`config.mk`:
```
export PLATFORM = sky130hd
export DESIGN_NAME = sorted_priority_queue_top
export DESIGN_NICKNAME = d
export VERILOG_FILES = /design/src/hw/rtl/spq_pkg.sv /design/src/hw/rtl/spq_cell.sv /design/src/hw/rtl/sorted_priority_queue_top.sv
export SDC_FILE = /design/constraint.sdc
export NUM_CORES = 2
export LEC_CHECK = 0
export ABC_AREA = 1
export ABC_CLOCK_PERIOD_IN_PS = 4900
export BUFFER_PORTS_ARGS = -buffer_cell sky130_fd_sc_hd__buf_2
export CORE_UTILIZATION = 35
export DETAILED_ROUTE_END_ITERATION = 8
export PLACE_DENSITY = 0.5
export SLEW_MARGIN = 20
export SYNTH_ARGS = -nofsm -noshare
export SYNTH_HDL_FRONTEND = slang
export SYNTH_SLANG_ARGS = --single-unit
```
`constraint.sdc`:
```
create_clock -name clk -period 4.9 [get_ports clk]
set_input_delay 0.49 -clock clk [delete_from_list [all_inputs] [get_ports clk]]
set_output_delay 0.49 -clock clk [all_outputs]
set_load 0.02 [all_outputs]
```
`src/hw/rtl/spq_pkg.sv`:
```
// ----------------------------------------------------------------------------
// spq_pkg: shared types and constants for the sorted priority queue
// Holds the queue depth, field widths, opcode and status codes, and the
// entry and control structs that the cells share.
// ----------------------------------------------------------------------------
package spq_pkg;

  localparam int QUEUE_DEPTH = 16;                       // entries held (2..31)
  localparam int IDX_W       = $clog2(QUEUE_DEPTH);      // cell index width
  localparam int CNT_W       = 5;                        // fill_count field width
  localparam int VAL_W       = 32;
  localparam int PRI_W       = 16;

  localparam logic [CNT_W-1:0] DEPTH_CNT = CNT_W'(QUEUE_DEPTH);

  // Request kinds
  localparam logic OP_ENQ = 1'b0;
  localparam logic OP_DEQ = 1'b1;

  // Result status codes
  localparam logic [1:0] ST_DONE      = 2'd0;
  localparam logic [1:0] ST_OVERFLOW  = 2'd1;
  localparam logic [1:0] ST_UNDERFLOW = 2'd2;

  typedef struct packed {
    logic signed [VAL_W-1:0] value;
    logic        [PRI_W-1:0] priority_v;
  } entry_t;

  // Broadcast to every cell for one transaction
  typedef struct packed {
    logic   enq;    // insert item in sorted position
    logic   deq;    // shift everything one place toward the head
    entry_t item;   // entry being inserted
  } cell_ctrl_t;

endpackage

```
`src/hw/rtl/spq_cell.sv`:
```
// ----------------------------------------------------------------------------
// spq_cell: one slot of the sorted queue
// Holds one entry. On insert it keeps its entry, takes the new one, or takes
// its left neighbor's; on removal it takes its right neighbor's entry.
// ----------------------------------------------------------------------------
module spq_cell (
  input  logic                  clk,
  input  spq_pkg::cell_ctrl_t   ctrl,
  input  logic                  occ,          // slot holds a live entry
  input  logic                  left_keep,    // left neighbor stays in place
  input  spq_pkg::entry_t       left_entry,
  input  spq_pkg::entry_t       right_entry,
  output spq_pkg::entry_t       entry,
  output logic                  keep
);

  spq_pkg::entry_t entry_r;
  spq_pkg::entry_t entry_nxt;

  // Live entry at or below the new priority stays ahead of it (ties FIFO)
  assign keep = occ && (entry_r.priority_v <= ctrl.item.priority_v);

  always_comb begin
    entry_nxt = entry_r;
    if (ctrl.deq) begin
      entry_nxt = right_entry;
    end else if (ctrl.enq && !keep) begin
      if (left_keep) begin
        entry_nxt = ctrl.item;
      end else begin
        entry_nxt = left_entry;
      end
    end
  end

  always_ff @(posedge clk) begin
    entry_r <= entry_nxt;
  end

  assign entry = entry_r;

endmodule

```
`src/hw/rtl/sorted_priority_queue_top.sv`:
```
// ----------------------------------------------------------------------------
// sorted_priority_queue_top: bounded min-first priority queue
// A row of cells keeps the entries sorted by ascending priority; the head
// cell always holds the entry that leaves next.
// ----------------------------------------------------------------------------
// Usage:
//   Requests arrive on the in_ channel: in_tuser is the opcode (enqueue or
//   dequeue), in_tdata carries the item and its priority. Every request
//   gives exactly one result transaction on the out_ channel with a status,
//   the dequeued entry (zero otherwise) and the fill count afterwards.
//   The result is registered and valid the cycle after the request is accepted.
//   Throughput: one request per cycle while results are taken. All cells
//   compare against the new priority and shift in the same cycle, so the
//   cell row update sets the rate; a request waits only on a held result.
//   Ties leave in arrival order. An enqueue to a full queue reports
//   overflow, a dequeue from an empty queue reports underflow; neither
//   changes the contents.
//   Reset empties the queue (count cleared) and drops any pending result.
//   When the receiver stalls, the result is held in the output register;
//   in_tready drops until it is taken, so no request is lost.
// ----------------------------------------------------------------------------
module sorted_priority_queue_top (
  input  logic        clk,
  input  logic        rst_n,
  input  logic        in_tvalid,
  output logic        in_tready,
  input  logic [47:0] in_tdata,    // [31:0] item_value, [47:32] item_priority
  input  logic [0:0]  in_tuser,    // [0] opcode
  output logic        out_tvalid,
  input  logic        out_tready,
  output logic [55:0] out_tdata,   // [31:0] out_value, [47:32] out_priority,
                                   // [52:48] fill_count, [55:53] zero
  output logic [1:0]  out_tuser    // [1:0] status
);

  localparam int N = spq_pkg::QUEUE_DEPTH;

  logic                       in_acc;
  logic                       is_deq;
  logic                       full;
  logic                       empty;
  spq_pkg::cell_ctrl_t        ctrl;
  spq_pkg::entry_t            cell_entry [N];
  logic [N-1:0]               cell_keep;
  logic [N-1:0]               cell_occ;

  logic [spq_pkg::CNT_W-1:0]  count_r;
  logic [spq_pkg::CNT_W-1:0]  count_nxt;
  logic                       out_valid_r;
  logic [1:0]                 status_r;
  logic [1:0]                 status_nxt;
  spq_pkg::entry_t            res_r;
  spq_pkg::entry_t            res_nxt;

  // Handshake: accept whenever the output register is free or being drained
  assign in_tready = !out_valid_r || out_tready;
  assign in_acc    = in_tvalid && in_tready;
  assign is_deq    = (in_tuser[0] == spq_pkg::OP_DEQ);
  assign full      = (count_r == spq_pkg::DEPTH_CNT);
  assign empty     = (count_r == '0);

  // Control broadcast to the cell row
  always_comb begin
    ctrl.enq              = in_acc && !is_deq && !full;
    ctrl.deq              = in_acc && is_deq && !empty;
    ctrl.item.value       = in_tdata[31:0];
    ctrl.item.priority_v  = in_tdata[47:32];
  end

  // Cell row
  for (genvar i = 0; i < N; i++) begin : g_cell
    spq_pkg::entry_t left_e;
    spq_pkg::entry_t right_e;
    logic            left_k;

    // slot i is live when it lies below the fill count
    assign cell_occ[i] = (spq_pkg::CNT_W'(i) < count_r);

    if (i == 0) begin : g_head
      assign left_e = ctrl.item;
      assign left_k = 1'b1;
    end else begin : g_body
      assign left_e = cell_entry[i-1];
      assign left_k = cell_keep[i-1];
    end

    if (i == N - 1) begin : g_tail
      assign right_e = '0;
    end else begin : g_inner
      assign right_e = cell_entry[i+1];
    end

    spq_cell u_cell (
      .clk         (clk),
      .ctrl        (ctrl),
      .occ         (cell_occ[i]),
      .left_keep   (left_k),
      .left_entry  (left_e),
      .right_entry (right_e),
      .entry       (cell_entry[i]),
      .keep        (cell_keep[i])
    );
  end

  // Count and result for the accepted request
  always_comb begin
    count_nxt  = count_r;
    status_nxt = spq_pkg::ST_DONE;
    res_nxt    = '0;
    if (is_deq) begin
      if (empty) begin
        status_nxt = spq_pkg::ST_UNDERFLOW;
      end else begin
        count_nxt = count_r - 1'b1;
        res_nxt   = cell_entry[0];
      end
    end else begin
      if (full) begin
        status_nxt = spq_pkg::ST_OVERFLOW;
      end else begin
        count_nxt = count_r + 1'b1;
      end
    end
  end

  // State and output register
  always_ff @(posedge clk) begin
    if (!rst_n) begin
      count_r     <= '0;
      out_valid_r <= 1'b0;
    end else begin
      if (in_acc) begin
        count_r     <= count_nxt;
        out_valid_r <= 1'b1;
      end else if (out_tready) begin
        out_valid_r <= 1'b0;
      end
    end
  end

  always_ff @(posedge clk) begin
    if (in_acc) begin
      status_r <= status_nxt;
      res_r    <= res_nxt;
    end
  end

  assign out_tvalid = out_valid_r;
  assign out_tuser  = status_r;
  assign out_tdata  = {3'b000, count_r, res_r.priority_v, res_r.value};

  // --------------------------------------------------------------------------
  // Assertions
  // --------------------------------------------------------------------------
  a_count_bound: assert property (@(posedge clk) disable iff (!rst_n)
    count_r <= spq_pkg::DEPTH_CNT)
    else $error("queue count exceeds depth");

  a_overflow_full: assert property (@(posedge clk) disable iff (!rst_n)
    out_valid_r && (status_r == spq_pkg::ST_OVERFLOW) |-> count_r == spq_pkg::DEPTH_CNT)
    else $error("overflow reported on a queue that is not full");

  a_underflow_empty: assert property (@(posedge clk) disable iff (!rst_n)
    out_valid_r && (status_r == spq_pkg::ST_UNDERFLOW) |-> count_r == '0)
    else $error("underflow reported on a queue that is not empty");

  a_deq_head: assert property (@(posedge clk) disable iff (!rst_n)
    ctrl.deq |=> out_valid_r && (status_r == spq_pkg::ST_DONE)
                 && (res_r == $past(cell_entry[0])))
    else $error("dequeue did not return the head entry");

endmodule

```
Yosys cells after proc, flatten, opt, wreduce, memory -nomap -nowiden
Index checks and enable logic that the tools add are counted.
{"block": "op_classes", "mux": 53, "eq_ne": 3, "add_sub_neg": 2, "bitwise_logic": 1, "n_reduce_logical": 77, "order_cmp": 32}
{"cell": "two-way mux 48 bit", "n": 45}
{"cell": "<= comparator 16 bit", "n": 16}
{"cell": "< comparator 4 x 5 -> 1 bit, first input constant", "n": 8}
{"cell": "logical AND 1 bit", "n": 37}
{"cell": "nonzero test 2 bit", "n": 16}
{"cell": "zero test 1 bit", "n": 20}
{"cell": "< comparator 3 x 5 -> 1 bit, first input constant", "n": 4}
{"cell": "two-way mux 5 bit", "n": 3}
{"cell": "< comparator 1 x 5 -> 1 bit, first input constant", "n": 2}
{"cell": "< comparator 2 x 5 -> 1 bit, first input constant", "n": 2}
{"cell": "adder 5 x 1 -> 5 bit, second input constant", "n": 1}
{"cell": "== test 5 bit, second input constant", "n": 1}
{"cell": "zero test 5 bit", "n": 1}
{"cell": "subtractor 5 x 1 -> 5 bit, second input constant", "n": 1}
{"cell": "two-way mux 2 bit", "n": 2}
{"cell": "!= test 2 bit, second input constant", "n": 2}
{"cell": "two-way mux 1 bit", "n": 3}
{"cell": "AND reduction 3 bit", "n": 1}
{"cell": "OR reduction 2 bit", "n": 1}
{"cell": "logical OR 1 bit", "n": 1}
{"cell": "inverter 1 bit", "n": 1}
{"block": "word_totals", "regBits": 824}

Longest topological paths before layout
{"block": "logic_depth", "depth_word": 8, "ltp_mapped": 19, "depth_no_buf": 17}

Cells and area by module
Synthesis repeated with hierarchy kept, for this count alone.
{"block": "unflattened", "hier_cells": 5648, "area_unflattened_um2": 48502.8}
{"module": "spq_cell", "cells_per_inst": 337, "area_per_inst_um2": 2874.0, "instances": 16}
{"module": "sorted_priority_queue_top", "cells_per_inst": 256, "area_per_inst_um2": 2518.7, "instances": 1}

Worst setup path before layout
Ideal clock, no wire load.
{"block": "synth_path", "path_type": "input to register", "startpoint": "input port in_tdata[35]", "endpoint": "register g_cell[12].u_cell.entry_r (netlist bit g_cell[12].u_cell.entry[0]) (enable)", "path_buffers": 3, "slack_ps": 821, "stages": 15, "required_time_ps": 4493, "t_arrival_ps": 3672, "cell_sequence": "inv_1 -> clkbuf_1 -> ha_1 -> nand2_1 -> o21ai_0 -> nand2_1 -> nand2_1 -> nand2_1 -> nand2_1 -> nand2_1 -> nand2_1 -> buf_2 -> buf_1 -> nand2_1 -> nand2_1"}
{"block": "synth_between", "elab_chain_cells": 5}
{"item": "from (decl)", "line_no": "sorted_priority_queue_top.sv:27", "source": "input logic [47:0] in_tdata,"}
{"item": "<= comparator 16 bit", "line_no": "spq_cell.sv:21", "source": "assign keep = occ && (entry_r.priority_v <= ctrl.item.priority_v);"}
{"item": "logical AND 1 bit", "line_no": "spq_cell.sv:21"}
{"item": "zero test 1 bit", "line_no": "spq_cell.sv:27", "source": "end else if (ctrl.enq && !keep) begin"}
{"item": "logical AND 1 bit", "line_no": "spq_cell.sv:27"}
{"item": "nonzero test 2 bit (no source line)"}
{"item": "to (signal assigned)", "line_no": "spq_cell.sv:37", "source": "entry_r <= entry_nxt;"}
{"item": "to (decl)", "line_no": "spq_cell.sv:17", "source": "spq_pkg::entry_t entry_r;"}
No other way between the ends.
A chain may end at the register's enable or synchronous reset.

==> impl_metrics.json <==
{
  "status": "finished clean",
  "layout-drive-gt1-share": 0.05835,
  "netlist_instances": 6846,
  "hold_buffers": 0,
  "cp-end-kind": "flip-flop",
  "p_leak_nw": 27.55,
  "diodes": 0,
  "p_switching_mw": 8.889,
  "final_nets": 7016,
  "tns_ns": 0,
  "peakVddDrop_mv": 0.2833,
  "synth-seq-cells": 824,
  "synthesis.area_um2": 51520,
  "grt_pass1_wl_um": 229200,
  "cts_setup_buffers": 0,
  "ff_latch_area_um2": 24200,
  "finalCritPeriodShare": 0.7632,
  "grt_setup_unrepaired": "false",
  "max_cap_violations": 0,
  "start_kind": "flip-flop",
  "dieArea_um2": 148700,
  "start_util": 0.3531,
  "drv_slew": 0,
  "hold_viol_final": 0,
  "p_clk_frac": 0.298,
  "multi_input_area_um2": 22350,
  "powerDensity_nw_per_um2": 445.4,
  "switching_share": 0.3507,
  "clk_pin_slew_ns": 0.06,
  "fin_util": 0.3901,
  "area_growth_pct": 10.47,
  "cts-root-buf": "clkbuf_16",
  "numCtsBuffers": 99,
  "yosys_warnings": 0,
  "antenna_left": 0,
  "dp_hpwl_um": 100100,
  "cts_tree": "yes",
  "fp.dieW_um": 385.7,
  "yosysSeqAreaShare": 0.4698,
  "tightest_slew_ns": 1.167,
  "setup_viol": 0,
  "vias_per_cell": 4.786,
  "coreArea_um2": 145900,
  "period_needed_ns": 3.740,
  "grt_use_total": 0.1891,
  "cts.sink_count": 824,
  "routed_wl_um": 141700,
  "vias": 41660,
  "fill_cells": 15210,
  "dr.first_iter.drc_count": 3362,
  "grt_pass1_vias": 40550,
  "h-tree-depth": 3,
  "avgSynthCellArea_um2": 7.526,
  "clkLatencyLatePin_ns": 0.70,
  "worstPathArrival_ns": 4.31,
  "place_congestion": 0.8054,
  "num_rows": 140,
  "drc": 0,
  "hold_path_class": "in2reg",
  "max-slew-margin-rel": 0.2217,
  "crit_type": "reg2reg",
  "overflow": 0,
  "worst_ep_required_time_ns": 5.47,
  "synth_cell_types": 26,
  "path_max_fanout": 236,
  "antenna_found_initial": 2,
  "pin_count": 113,
  "fp.dieH_um": 385.7,
  "wl_per_cell_um": 16.28,
  "fmax_mhz": 267.4,
  "grt_max_degree": 237,
  "drt-pass1-iter-count": 6,
  "p_int_mw": 16.46,
  "seq_power_share": 0.416,
  "post_cts_resized": 0,
  "finClkSkew_ns": 0.02311,
  "io_buffers": 109,
  "combinationalPowerShare": 0.286,
  "clk_path_buf_depth": 3
}
[layout by cell type (no fill, tap or decap), drive strengths merged]
master,count
o21a,14
nand2,2533
xnor2,1
ha,259
edfxtp,770
nand3,1423
dfxtp,54
a21o,2
a21oi,117
a31oi,1
nand4,19
o211ai,1
clkinvlp,3
bufinv,10
buf,216
nor2,231
clkinv,40
o21bai,2
inv,848
clkbuf,128
o21ai,105
nor3,6
conb,3
a211oi,1
[per-stage QoR]
stage / cell area (µm²) / setup slack [ns] / instances / power (mW) / hold WS [ns]
2_1_floorplan: 51530 / 0.8212 / 6848 / 15.84 / 0.4942
3_3_place_gp: 53550 / 0.8834 / 8518 / 17.77 / 0.4868
3_5_place_dp: 53580 / 1.178 / 8519 / 17.94 / 0.5028
4_1_cts: 56890 / 1.266 / 8703 / 25.62 / 0.01628
5_1_grt: 56920 / 0.9428 / 8704 / 27.09 / 0.04653
6_report: 56920 / 1.160 / 8704 / 25.35 / 0.07481
[state kept, by name, indices dropped and copies added, names as in the netlist]
register / cells
count_r: 5
out_tuser: 2
out_tvalid: 1
g_cell.u_cell.entry: 768
out_tdata: 48
[routing by layer]
layer,track usage,vias to the layer above,part of all wire
met1,0.2920,18740,0.53
met2,0.2782,918,0.41
li1,-,21870,-
met3,0.02702,127,0.053
met5,0,-,0
met4,0.03601,0,0.015
[cells by family (layout without fill, tap and decap cells)]
logic type | Yosys count | in the layout | share of synthesized area
other cells | 1 | 3 | 0.00007278
simple gates | 4212 | 4212 | 0.3426
xor+xnor | 1 | 1 | 0.0001700
flops | 824 | 824 | 0.4698
fa+ha+maj | 259 | 259 | 0.06290
compound gates | 243 | 243 | 0.02472
buf+inv | 1306 | 1245 | 0.09974
[power groups by stage]
stage / Combinational [mW] / Clock [mW] / Sequential, mW
after detailed placement: 7.26 / 0 / 10.7
after CTS: 7.29 / 7.79 / 10.5
after global placement: 7.13 / 0 / 10.6
final: 7.24 / 7.56 / 10.6
after floorplan: 5.36 / 0 / 10.5
after global routing: 8.37 / 8.01 / 10.7
[cells in the mapped netlist, drive strengths merged]
| cell | number | area (µm²) |
|---|---|---|
| inv | 845 | 3172 |
| conb | 1 | 3.750 |
| nor3 | 6 | 30.03 |
| ha | 259 | 3241 |
| a21o | 2 | 15.01 |
| o21bai | 2 | 15.01 |
| nor2 | 231 | 874.6 |
| buf | 217 | 1051 |
| nand2 | 2533 | 9508 |
| a211oi | 1 | 7.510 |
| a21oi | 117 | 585.6 |
| nand4 | 19 | 118.9 |
| clkbuf | 244 | 915.9 |
| o21a | 14 | 105.1 |
| a31oi | 1 | 12.51 |
| xnor2 | 1 | 8.760 |
| edfxtp | 770 | 23120 |
| dfxtp | 54 | 1081 |
| o211ai | 1 | 7.510 |
| o21ai | 105 | 525.5 |
| nand3 | 1423 | 7122 |
[worst max-delay path, cell delays in order (launching register included)]
cell and delay, ns:
dfxtp_1 0.83, nor2_2 0.22, nand2_1 0.18, nand2_2 0.09
nor2_4 0.19, buf_12 0.58, buf_12 0.77, nand2_1 0.18
nand2_1 0.13
[worst paths after layout]
check	startpoint	end	slack (ns)	cells past startpoint
worst max-delay path	count_r[4]	g_cell[13].u_cell.entry[29]	1.16	8
worst min-delay path	rst_n	count_r[2]	0.07	3
worst max register to register	count_r[4]	g_cell[13].u_cell.entry[29]	1.16	8
worst min register to register	g_cell[15].u_cell.entry[22]	g_cell[15].u_cell.entry[22]	0.51	4
[layout make-up]
type / instances / share of cell area
sequential: 824 / 0.4252
multi-input combinational: 4718 / 0.3926
inverter: 845 / 0.05586
clock buffer: 128 / 0.04836
tap: 1917 / 0.04214
timing repair buffer: 216 / 0.02603
clock inverter: 56 / 0.009717
(Power assumes the default switching activity.)
